File: config.mk
export PLATFORM = sky130hd
export DESIGN_NAME = ffgs_ctrl
export DESIGN_NICKNAME = d
export VERILOG_FILES = /design/src/sv/ffgs_pkg.sv /design/src/sv/ffgs_ctrl.sv
export SDC_FILE = /design/constraint.sdc
export NUM_CORES = 1
export LEC_CHECK = 0
export BUFFER_PORTS_ARGS = -buffer_cell sky130_fd_sc_hd__buf_2
export CORE_AREA = 2 2 39 41
export DETAILED_ROUTE_END_ITERATION = 8
export DIE_AREA = 0 0 41 43
export PLACE_DENSITY = 0.42
export SYNTH_ARGS = -nofsm -noshare
export SYNTH_HDL_FRONTEND = slang
export SYNTH_SLANG_ARGS = --single-unit
File: constraint.sdc
create_clock -name clk_i -period 2 [get_ports clk_i]
set_clock_uncertainty 0.2 [all_clocks]
set_input_delay 0.1 -clock clk_i [delete_from_list [all_inputs] [get_ports clk_i]]
set_output_delay 0.1 -clock clk_i [all_outputs]
set_load 0.02 [all_outputs]
File: src/sv/ffgs_pkg.sv
// ----------------------------------------------------------------------------
// ffgs_pkg
// Shared types and constants of the forest fire grid step unit.
// ----------------------------------------------------------------------------
package ffgs_pkg;

  localparam int unsigned KindW  = 2;
  localparam int unsigned CoordW = 6;
  localparam int unsigned CellW  = 2;
  localparam int unsigned SideW  = 7;

  localparam logic [SideW-1:0] GridSideRst = 7'd64;

  typedef enum logic [KindW-1:0] {
    KIND_WRITE   = 2'd0,
    KIND_READ    = 2'd1,
    KIND_ADVANCE = 2'd2
  } kind_e;

  typedef enum logic [CellW-1:0] {
    CELL_EMPTY = 2'd0,
    CELL_TREE  = 2'd1,
    CELL_FIRE  = 2'd2
  } cell_e;

  // neighbor visit order within one cell
  typedef enum logic [2:0] {
    NB_CENTER = 3'd0,
    NB_UP     = 3'd1,
    NB_DOWN   = 3'd2,
    NB_LEFT   = 3'd3,
    NB_RIGHT  = 3'd4
  } nb_e;

  typedef enum logic [1:0] {
    ST_IDLE,
    ST_RDWAIT,
    ST_SCAN,
    ST_DRAIN
  } state_e;

  typedef struct packed {
    logic cap;         // latch item kind and read bounds flag
    logic host_wr;     // host cell write into current bank
    logic scan_step;   // issue one scan read, advance scan counters
    logic swap;        // toggle current bank
    logic out_load;    // load result register
    logic out_src_in;  // result kind from the live input word
    logic out_rd;      // result cell from read data
  } ffgs_cmd_t;

  typedef struct packed {
    logic side_zero;
    logic scan_last;
    logic out_free;
  } ffgs_status_t;

endpackage

File: src/sv/ffgs_ctrl.sv
// ----------------------------------------------------------------------------
// ffgs_ctrl
// Item sequencer: decodes accepted words and steps the generation scan.
// ----------------------------------------------------------------------------
module ffgs_ctrl import ffgs_pkg::*; (
  input  logic          clk_i,
  input  logic          rst_ni,
  input  logic          in_accept_i,
  input  logic [KindW-1:0] in_kind_i,
  input  ffgs_status_t  status_i,
  output logic          in_ready_o,
  output ffgs_cmd_t     cmd_o
);

  state_e state_q, state_d;

  always_ff @(posedge clk_i or negedge rst_ni) begin
    if (!rst_ni) begin
      state_q <= ST_IDLE;
    end else begin
      state_q <= state_d;
    end
  end

  always_comb begin
    state_d = state_q;
    case (state_q)
      ST_IDLE: begin
        if (in_accept_i) begin
          if (in_kind_i == KIND_READ) begin
            state_d = ST_RDWAIT;
          end else if (in_kind_i == KIND_ADVANCE && !status_i.side_zero) begin
            state_d = ST_SCAN;
          end
        end
      end
      ST_RDWAIT: state_d = ST_IDLE;
      ST_SCAN: begin
        if (status_i.scan_last) begin
          state_d = ST_DRAIN;
        end
      end
      ST_DRAIN: state_d = ST_IDLE;
      default: state_d = ST_IDLE;
    endcase
  end

  always_comb begin
    cmd_o      = '0;
    in_ready_o = 1'b0;
    case (state_q)
      ST_IDLE: begin
        in_ready_o = status_i.out_free;
        if (in_accept_i) begin
          cmd_o.cap = 1'b1;
          case (in_kind_i)
            KIND_WRITE: begin
              cmd_o.host_wr    = 1'b1;
              cmd_o.out_load   = 1'b1;
              cmd_o.out_src_in = 1'b1;
            end
            KIND_READ: begin
            end
            KIND_ADVANCE: begin
              if (status_i.side_zero) begin
                cmd_o.swap       = 1'b1;
                cmd_o.out_load   = 1'b1;
                cmd_o.out_src_in = 1'b1;
              end
            end
            default: begin
              cmd_o.out_load   = 1'b1;
              cmd_o.out_src_in = 1'b1;
            end
          endcase
        end
      end
      ST_RDWAIT: begin
        cmd_o.out_load = 1'b1;
        cmd_o.out_rd   = 1'b1;
      end
      ST_SCAN: begin
        cmd_o.scan_step = 1'b1;
      end
      ST_DRAIN: begin
        cmd_o.swap     = 1'b1;
        cmd_o.out_load = 1'b1;
      end
      default: begin
      end
    endcase
  end

endmodule

Yosys cells after proc, flatten, opt, wreduce, memory -nomap -nowiden

Index checks and enable logic that the tools add are counted.

Bits in registers: 2
Latch bits: 0
Memory bits (writable): 0
Bits in read-only memories: 0
Input bits: 8
Output and inout bits: 8
Word-level logic and storage cells: 33
Memories kept: 0

$add $sub $neg: 0
$mul: 0
Div/mod/pow operators: 0
Magnitude comparators: 0
Equal/unequal tests: 8
Shift-type cells: 0
Multiplexer cells: 18
Bitwise logic cells: 0
Reduce and logical (&&, ||, !) cells: 6

Operators by type and width:

| operator                                            | number |
|---|---|
| two-way mux 2 bit                                   | 6 |
| equality test 2 bit, second input constant          | 3 |
| two-way mux 1 bit                                   | 6 |
| two-way mux 3 bit                                   | 2 |
| one-hot mux 2 bit (3 select lines)                  | 1 |
| equality test 2 x 1 -> 1 bit, second input constant | 2 |
| zero test 2 bit                                     | 2 |
| != test 2 bit, second input constant                | 2 |
| one-hot mux 1 bit (2 select lines)                  | 2 |
| one-hot mux 2 bit (2 select lines)                  | 1 |
| != test 3 bit, second input constant                | 1 |
| AND reduction 3 bit                                 | 1 |
| OR reduction 2 bit                                  | 1 |
| logical AND 1 bit                                   | 1 |
| zero test 1 bit                                     | 1 |

Depth between registers and ports, before layout

Gate-level depths: netlist of the first run.

Word-level depth: 6
Depth in mapped cells: 6
Mapped depth without buffers: 6

Worst setup path before layout of the first run

No wires, ideal clock.

Kind: register to output
Start: register state_q[0]
End: output cmd_o[2] in the netlist's numbering
Data arrival time: 1.775 ns
Data required time: 1.700 ns
Setup slack: -0.075 ns
Stages on the path, launching flop included: 7
Buffers on the path: 0
Path through: dfrtp_1 inv_1 ha_1 nand2_1 nor3b_1 nor3_1 nor2_1

RTL lines:

| element                | line            | text |
|---|---|---|
| start, declared        | ffgs_ctrl.sv:15 | `state_e state_q, state_d;` |
| start signal, assigned | ffgs_ctrl.sv:21 | `state_q <= state_d;` |
| end, declared          | ffgs_ctrl.sv:12 | `output ffgs_cmd_t cmd_o` |

==> impl_metrics.csv, run 1 <==
group,metric,value,unit
place,dp.cells,63,
routing,vias,298,
finish,fillCellCount,148,
routing,postRouteWirelength,648,um
yosys,netlist_instances,32,
global_route,grt_antenna_before_repair,0,
clock_network,clock_latency,0.22,ns
sta,relSlewSlack,87.4,%
yosys,synth_top_cell_by_area,"ha_1",
yosys,avgSynthCellArea,8.56,um2
sta,finalSetupTns,0,ns
global_route,grt_use_met3,3.14,%
sta,period_share,93.5,%
finish,post-route-util,30.8,%
yosys,synth-main-ff-cell,"dfrtp_1",
floorplan,rows,14,
setup_path,critPathArrivalTime,1.57,ns
global_route,busiest_layer,"met2",
place,place.gp.congestion,0.656,
yosys,syn_nets,45,
setup_path,path_class,"reg2out",
finish,finalNonFillerCells,69,
clock_network,tritoncts,"built",
routing,dr.first_iter.drc_count,0,
global_route,grt_first_pass_wirelength,1.08,mm
routing,viasPerCell,4.32,
setup_path,setup.worst_path.end_class,"output port",
yosys,async_reset_ff_share,100,%
floorplan,dieArea,0.00176,mm2
run,drv_cap,0,
power_and_ir_drop,ir_drop,0.664,mV
setup_path,start_kind,"flip-flop",
global_route,gr-total-overflow,0,
routing,ant_nets,0,
global_route,grtUsageTotal,9.65,%
global_route,grt_pass1_vias,278,
yosys,synth-seq-cells,2,
clock_network,clk_path_buf_depth,2,
sta,period_needed,1.87,ns
yosys,synth_cell_type_count,18,
routing,avgRoutedWirePerCell,9.39,um
yosys,synth_top_cell_area_share,22.8,%
floorplan,core,0.00138,mm2
clock_network,clk_pin_slew,0.03,ns
global_route,gr-usage-met2,13.4,%
routing,drc_errors,0,
place,dp_hpwl,520,um
floorplan,dieWidth,41,um
run_status,status,"completed",
setup_path,worstPathMaxFanout,4,
floorplan,start_util,19.8,%
sta,clock.fmax,0.535,GHz
sta,slew_violations,0,
clock_network,htreeDepth,1,
clock_network,numCtsBuffers,3,
hold_path,hp-class,"in2reg",
routing,firstDrtPassIters,1,
clock_network,root_buffer,"clkbuf_4",
power_and_ir_drop,p_leak,0.231,nW
global_route,met1_usage,10.3,%
finish,diodes,0,
yosys,synth_edf_count,0,
floorplan,die_h,43,um
finish,drive_above_1_share,54.7,%
finish,top_regs,"state_q x2",
place,portBuffers,15,
finish,area_growth,55.7,%
yosys,syn_area,274,um2
power_and_ir_drop,power_density,1480,mW/mm2
finish,top_register,"state_q",
yosys,yosysWarnings,0,
clock_network,cts.sinks,2,
yosys,synth_area_leaders,"ha_1 (23%), dfrtp_1 (18%), a2bb2oi_1 (6.4%)",
sta,finalHoldViolations,0,
sta,setup_violations,0,
finish,largest_register_ffs,2,
setup_path,worst_ep_required_time,1.70,ns
global_route,grt_max_degree,6,
yosys,ys_seq_area_share,18.3,%
sta,tightest_slew,0.188,ns
floorplan,ios,16,
finish,final_nets,68,
[synth_stat cells, types with 2 or more instances]
cell type / count
a21oi_1: 2
nor3_1: 2
a31o_2: 2
inv_1: 4
ha_1: 5
nor2_1: 3
dfrtp_1: 2
a2bb2oi_1: 2
[layer usage]
metal / share of wire [%] / vias up
met5: 0 / -
met4: 0 / 0
met3: 8.6 / 0
met2: 50 / 11
met1: 42 / 128
li1: - / 159
[worst max-delay path: stages (launching register included)]
cell and delay [ns]:
dfrtp_1 0.41, inv_2 0.09, ha_2 0.21, nand2_1 0.11
nor3b_2 0.23, nor3_1 0.06, nor2_1 0.07, buf_2 0.16
[report_power, final]
group          switching (mW)  internal [mW]  leakage [nW]  total [mW]
registers              0.0254         0.0634        0.0239      0.0888
clock network          0.0229         0.0662        0.0138      0.0891
logic                   0.249          0.204         0.193       0.454
total                   0.298          0.334         0.231       0.631
[cell usage in the layout, fill, tap and decap left out, drive strengths merged, types with 2 or more instances in the layout]
cell / n
a2bb2oi: 2
a31o: 2
nor3: 2
dlygate4sd3: 2
a31oi: 2
a21oi: 2
inv: 4
clkbuf: 3
nor2: 3
ha: 5
buf: 16
dfrtp: 2
[repair_timing]
action / CTS / global route
hold buffers: 2 / 0
resized for setup: 0 / 3
hold endpoints to repair: 2 / 0
setup buffers: 0 / 1
setup endpoints to repair: 0 / 1
[area by class of cell]
| class | count | area, um2 | share of cell area (%) |
|---|---|---|---|
| multi-input combinational | 26 | 216 | 50.7 |
| timing repair buffer | 18 | 103 | 24.0 |
| sequential | 2 | 50.0 | 11.7 |
| clock buffer | 3 | 22.5 | 5.28 |
| tap | 16 | 20.0 | 4.69 |
| inverter | 4 | 15.0 | 3.52 |
[through the flow]
| stage | power (mW) | setup slack, ns | hold slack (ns) | cell area [um2] |
|---|---|---|---|---|
| final | 0.631 | 0.130 | 0.0220 | 427 |
| after global routing | 0.701 | -0.000570 | 0.0425 | 427 |
| after CTS | 0.636 | 0.0573 | 0.0192 | 417 |
| after detailed placement | 0.533 | 0.261 | -0.314 | 374 |
| after global placement | 0.538 | 0.299 | -0.314 | 374 |
| after floorplan | 0.421 | 0.155 | -0.396 | 279 |
[worst paths after layout]
| kind | from | end | slack, ns | cells after the start |
|---|---|---|---|---|
| max | state_q[0] | cmd_o[2] | 0.13 | 7 |
| min | status_i[1] | state_q[1] | 0.02 | 3 |
| max reg2reg | state_q[0] | state_q[0] | 0.35 | 6 |
| min reg2reg | state_q[1] | state_q[1] | 0.41 | 1 |
| max in group asynchronous | rst_ni | state_q[0] | 0.95 | 3 |
| min in group asynchronous | rst_ni | state_q[1] | 0.52 | 3 |
[cells by family after synthesis]
logic type      synth area share (%)
compound gates                  27.4
fa+ha+maj                       22.8
buf+inv                         5.48
flops                           18.3
simple gates                    26.0
(Power assumes the default switching activity.)
==> run 2: changes to the inputs <==
--- a/config.mk
+++ b/config.mk
@@ -9,7 +9,8 @@
 export CORE_AREA = 2 2 39 41
 export DETAILED_ROUTE_END_ITERATION = 8
 export DIE_AREA = 0 0 41 43
-export PLACE_DENSITY = 0.42
+export HOLD_SLACK_MARGIN = 0.08
+export PLACE_DENSITY = 0.47
 export SYNTH_ARGS = -nofsm -noshare
 export SYNTH_HDL_FRONTEND = slang
 export SYNTH_SLANG_ARGS = --single-unit
==> run 2 against run 1 <==
Against the previous run: design area up 2.3%; clock power shrank 1%; non-clock buffer count grew 1; register-to-register slack about the same; final cell count rose by 1.4%.
==> impl_metrics.csv, run 2 (synthesis results as in run 1) <==
group,metric,value,unit
run_status,status,"completed",
setup_path,cp_num_buf_inv,2,
sta,setup_violations,0,
global_route,grt_antenna_before_repair,0,
power_and_ir_drop,p_leak,0.235,nW
routing,ant_nets,0,
setup_path,path_depth,7,
finish,drive_above_1_share,53.7,%
place,dp.cells,63,
finish,layout_commonest_cell,"buf_2",
place,place.gp.congestion,0.602,
setup_path,path_cells,"inv_2, ha_2, nand2_1, nor3b_2, nor3_1, nor2_1, buf_2",
setup_path,path_class,"reg2out",
setup_path,ff2ff_setup_slack,0.35,ns
sta,grt_setup_unrepaired,"no",
clock_network,root_buffer,"clkbuf_4",
finish,final_cell_mix,"buf_2 (15), ha_1 (4), nor2_1 (3), clkbuf_4 (3), dlygate4sd3_1 (3)",
routing,firstDrtPassIters,2,
floorplan,rows,14,
setup_path,cp-startpoint,"state_q[1]",
place,portBuffers,15,
setup_path,crit_path_max_incr_delay,0.41,ns
place,dp_hpwl,522,um
clock_network,clk_path_buf_depth,2,
setup_path,worstPathMaxFanout,4,
power_and_ir_drop,power_density,1450,mW/mm2
finish,fillCellCount,168,
clock_network,numCtsBuffers,3,
setup_path,cp_top_family,"simple AND/OR/NAND/NOR gates",
clock_network,tritoncts,"built",
finish,largest_register_ffs,2,
floorplan,ios,16,
clock_network,cts.sinks,2,
sta,relSlewSlack,86.8,%
routing,avgRoutedWirePerCell,9.19,um
setup_path,worstRegToRegCells,6,
run,drv_cap,0,
setup_path,start_kind,"flip-flop",
floorplan,core,0.00138,mm2
floorplan,dieWidth,41,um
sta,clock.fmax,0.533,GHz
setup_path,worst_ep_required_time,1.70,ns
sta,finalHoldViolations,0,
finish,final_nets,69,
global_route,grt_pass1_vias,250,
sta,fin_hold_ws,0.118,ns
routing,drc_errors,0,
global_route,gr-total-overflow,0,
clock_network,clk_pin_slew,0.03,ns
global_route,grt_first_pass_wirelength,1.00,mm
clock_network,clock_latency,0.22,ns
global_route,grtUsageTotal,8.84,%
setup_path,critPathArrivalTime,1.58,ns
finish,diodes,0,
finish,area_growth,59.4,%
setup_path,setup.worst_path.end_class,"output port",
routing,vias,297,
finish,top_register,"state_q",
setup_path,cp_slowest_cell,"dfrtp_1",
sta,finalSetupTns,0,ns
power_and_ir_drop,ir_drop,0.426,mV
hold_path,hp-class,"in2reg",
global_route,grt_max_degree,6,
clock_network,htreeDepth,1,
floorplan,die_h,43,um
routing,dr.first_iter.drc_count,3,
sta,period_needed,1.88,ns
floorplan,start_util,19.8,%
setup_path,rr_endpoint,"state_q[0]",
finish,finalNonFillerCells,70,
routing,postRouteWirelength,643,um
sta,tightest_slew,0.198,ns
routing,viasPerCell,4.24,
finish,top_regs,"state_q x2",
sta,period_share,93.8,%
setup_path,crit_path_end,"cmd_o[2]",
sta,slew_violations,0,
floorplan,dieArea,0.00176,mm2
setup_path,r2r_start,"state_q[0]",
-- run 2: routing by layer --
| metal | vias up | global-route usage [%] | wire length [um] |
|---|---|---|---|
| li1 | 159 | - | - |
| met1 | 126 | 9.65 | 288 |
| met2 | 12 | 12.5 | 292 |
| met3 | 0 | 4.71 | 63 |
| met4 | 0 | 6.00 | 0 |
| met5 | - | 0 | 0 |
-- run 2: worst min-delay path by stage --
stage	end	start	slack [ns]	depth (start not counted)
after floorplan	state_q[0]	rst_ni	-0.40	0
after global placement	state_q[0]	rst_ni	-0.31	1
after detailed placement	state_q[0]	rst_ni	-0.31	1
after CTS	state_q[1]	in_accept_i	0.12	4
after global routing	state_q[1]	in_accept_i	0.16	4
final	state_q[1]	in_accept_i	0.12	4
-- run 2: where the power goes --
part	internal (mW)	total, mW	switching, mW
logic	0.205	0.454	0.249
clock network	0.0661	0.0881	0.0220
registers	0.0634	0.0888	0.0255
-- run 2: through the flow --
step                      setup slack (ns)  area [um2]  power, mW  utilization (%)
final                                0.124         437      0.631             31.6
after CTS                           0.0775         427      0.633             30.8
after floorplan                      0.155         279      0.421                -
after global placement               0.291         374      0.530             27.0
after global routing                0.0169         437      0.699             31.6
after detailed placement             0.267         374      0.534             27.0
-- run 2: tightest hold or removal path, cell delays in order --
cell,delay (ns)
buf_2,0.09
nor2b_1,0.04
a31oi_2,0.18
a2bb2oi_1,0.08
-- run 2: what timing repair did --
| item | in CTS | in global routing |
|---|---|---|
| hold buffers | 3 | 0 |
| endpoints found under the setup margin | 0 | 1 |
| setup buffers | 0 | 1 |
| resized for setup | 0 | 3 |
| endpoints found under the hold margin | 4 | 0 |
-- run 2: area by class of cell --
| class | instances | area [um2] | share of cell area, % |
|---|---|---|---|
| clock buffers | 3 | 22.5 | 5.16 |
| flip-flops and latches | 2 | 50.0 | 11.5 |
| repair buffers | 19 | 113 | 25.8 |
| inverters | 4 | 15.0 | 3.44 |
| well taps | 16 | 20.0 | 4.58 |
| multi-input cells | 26 | 216 | 49.6 |
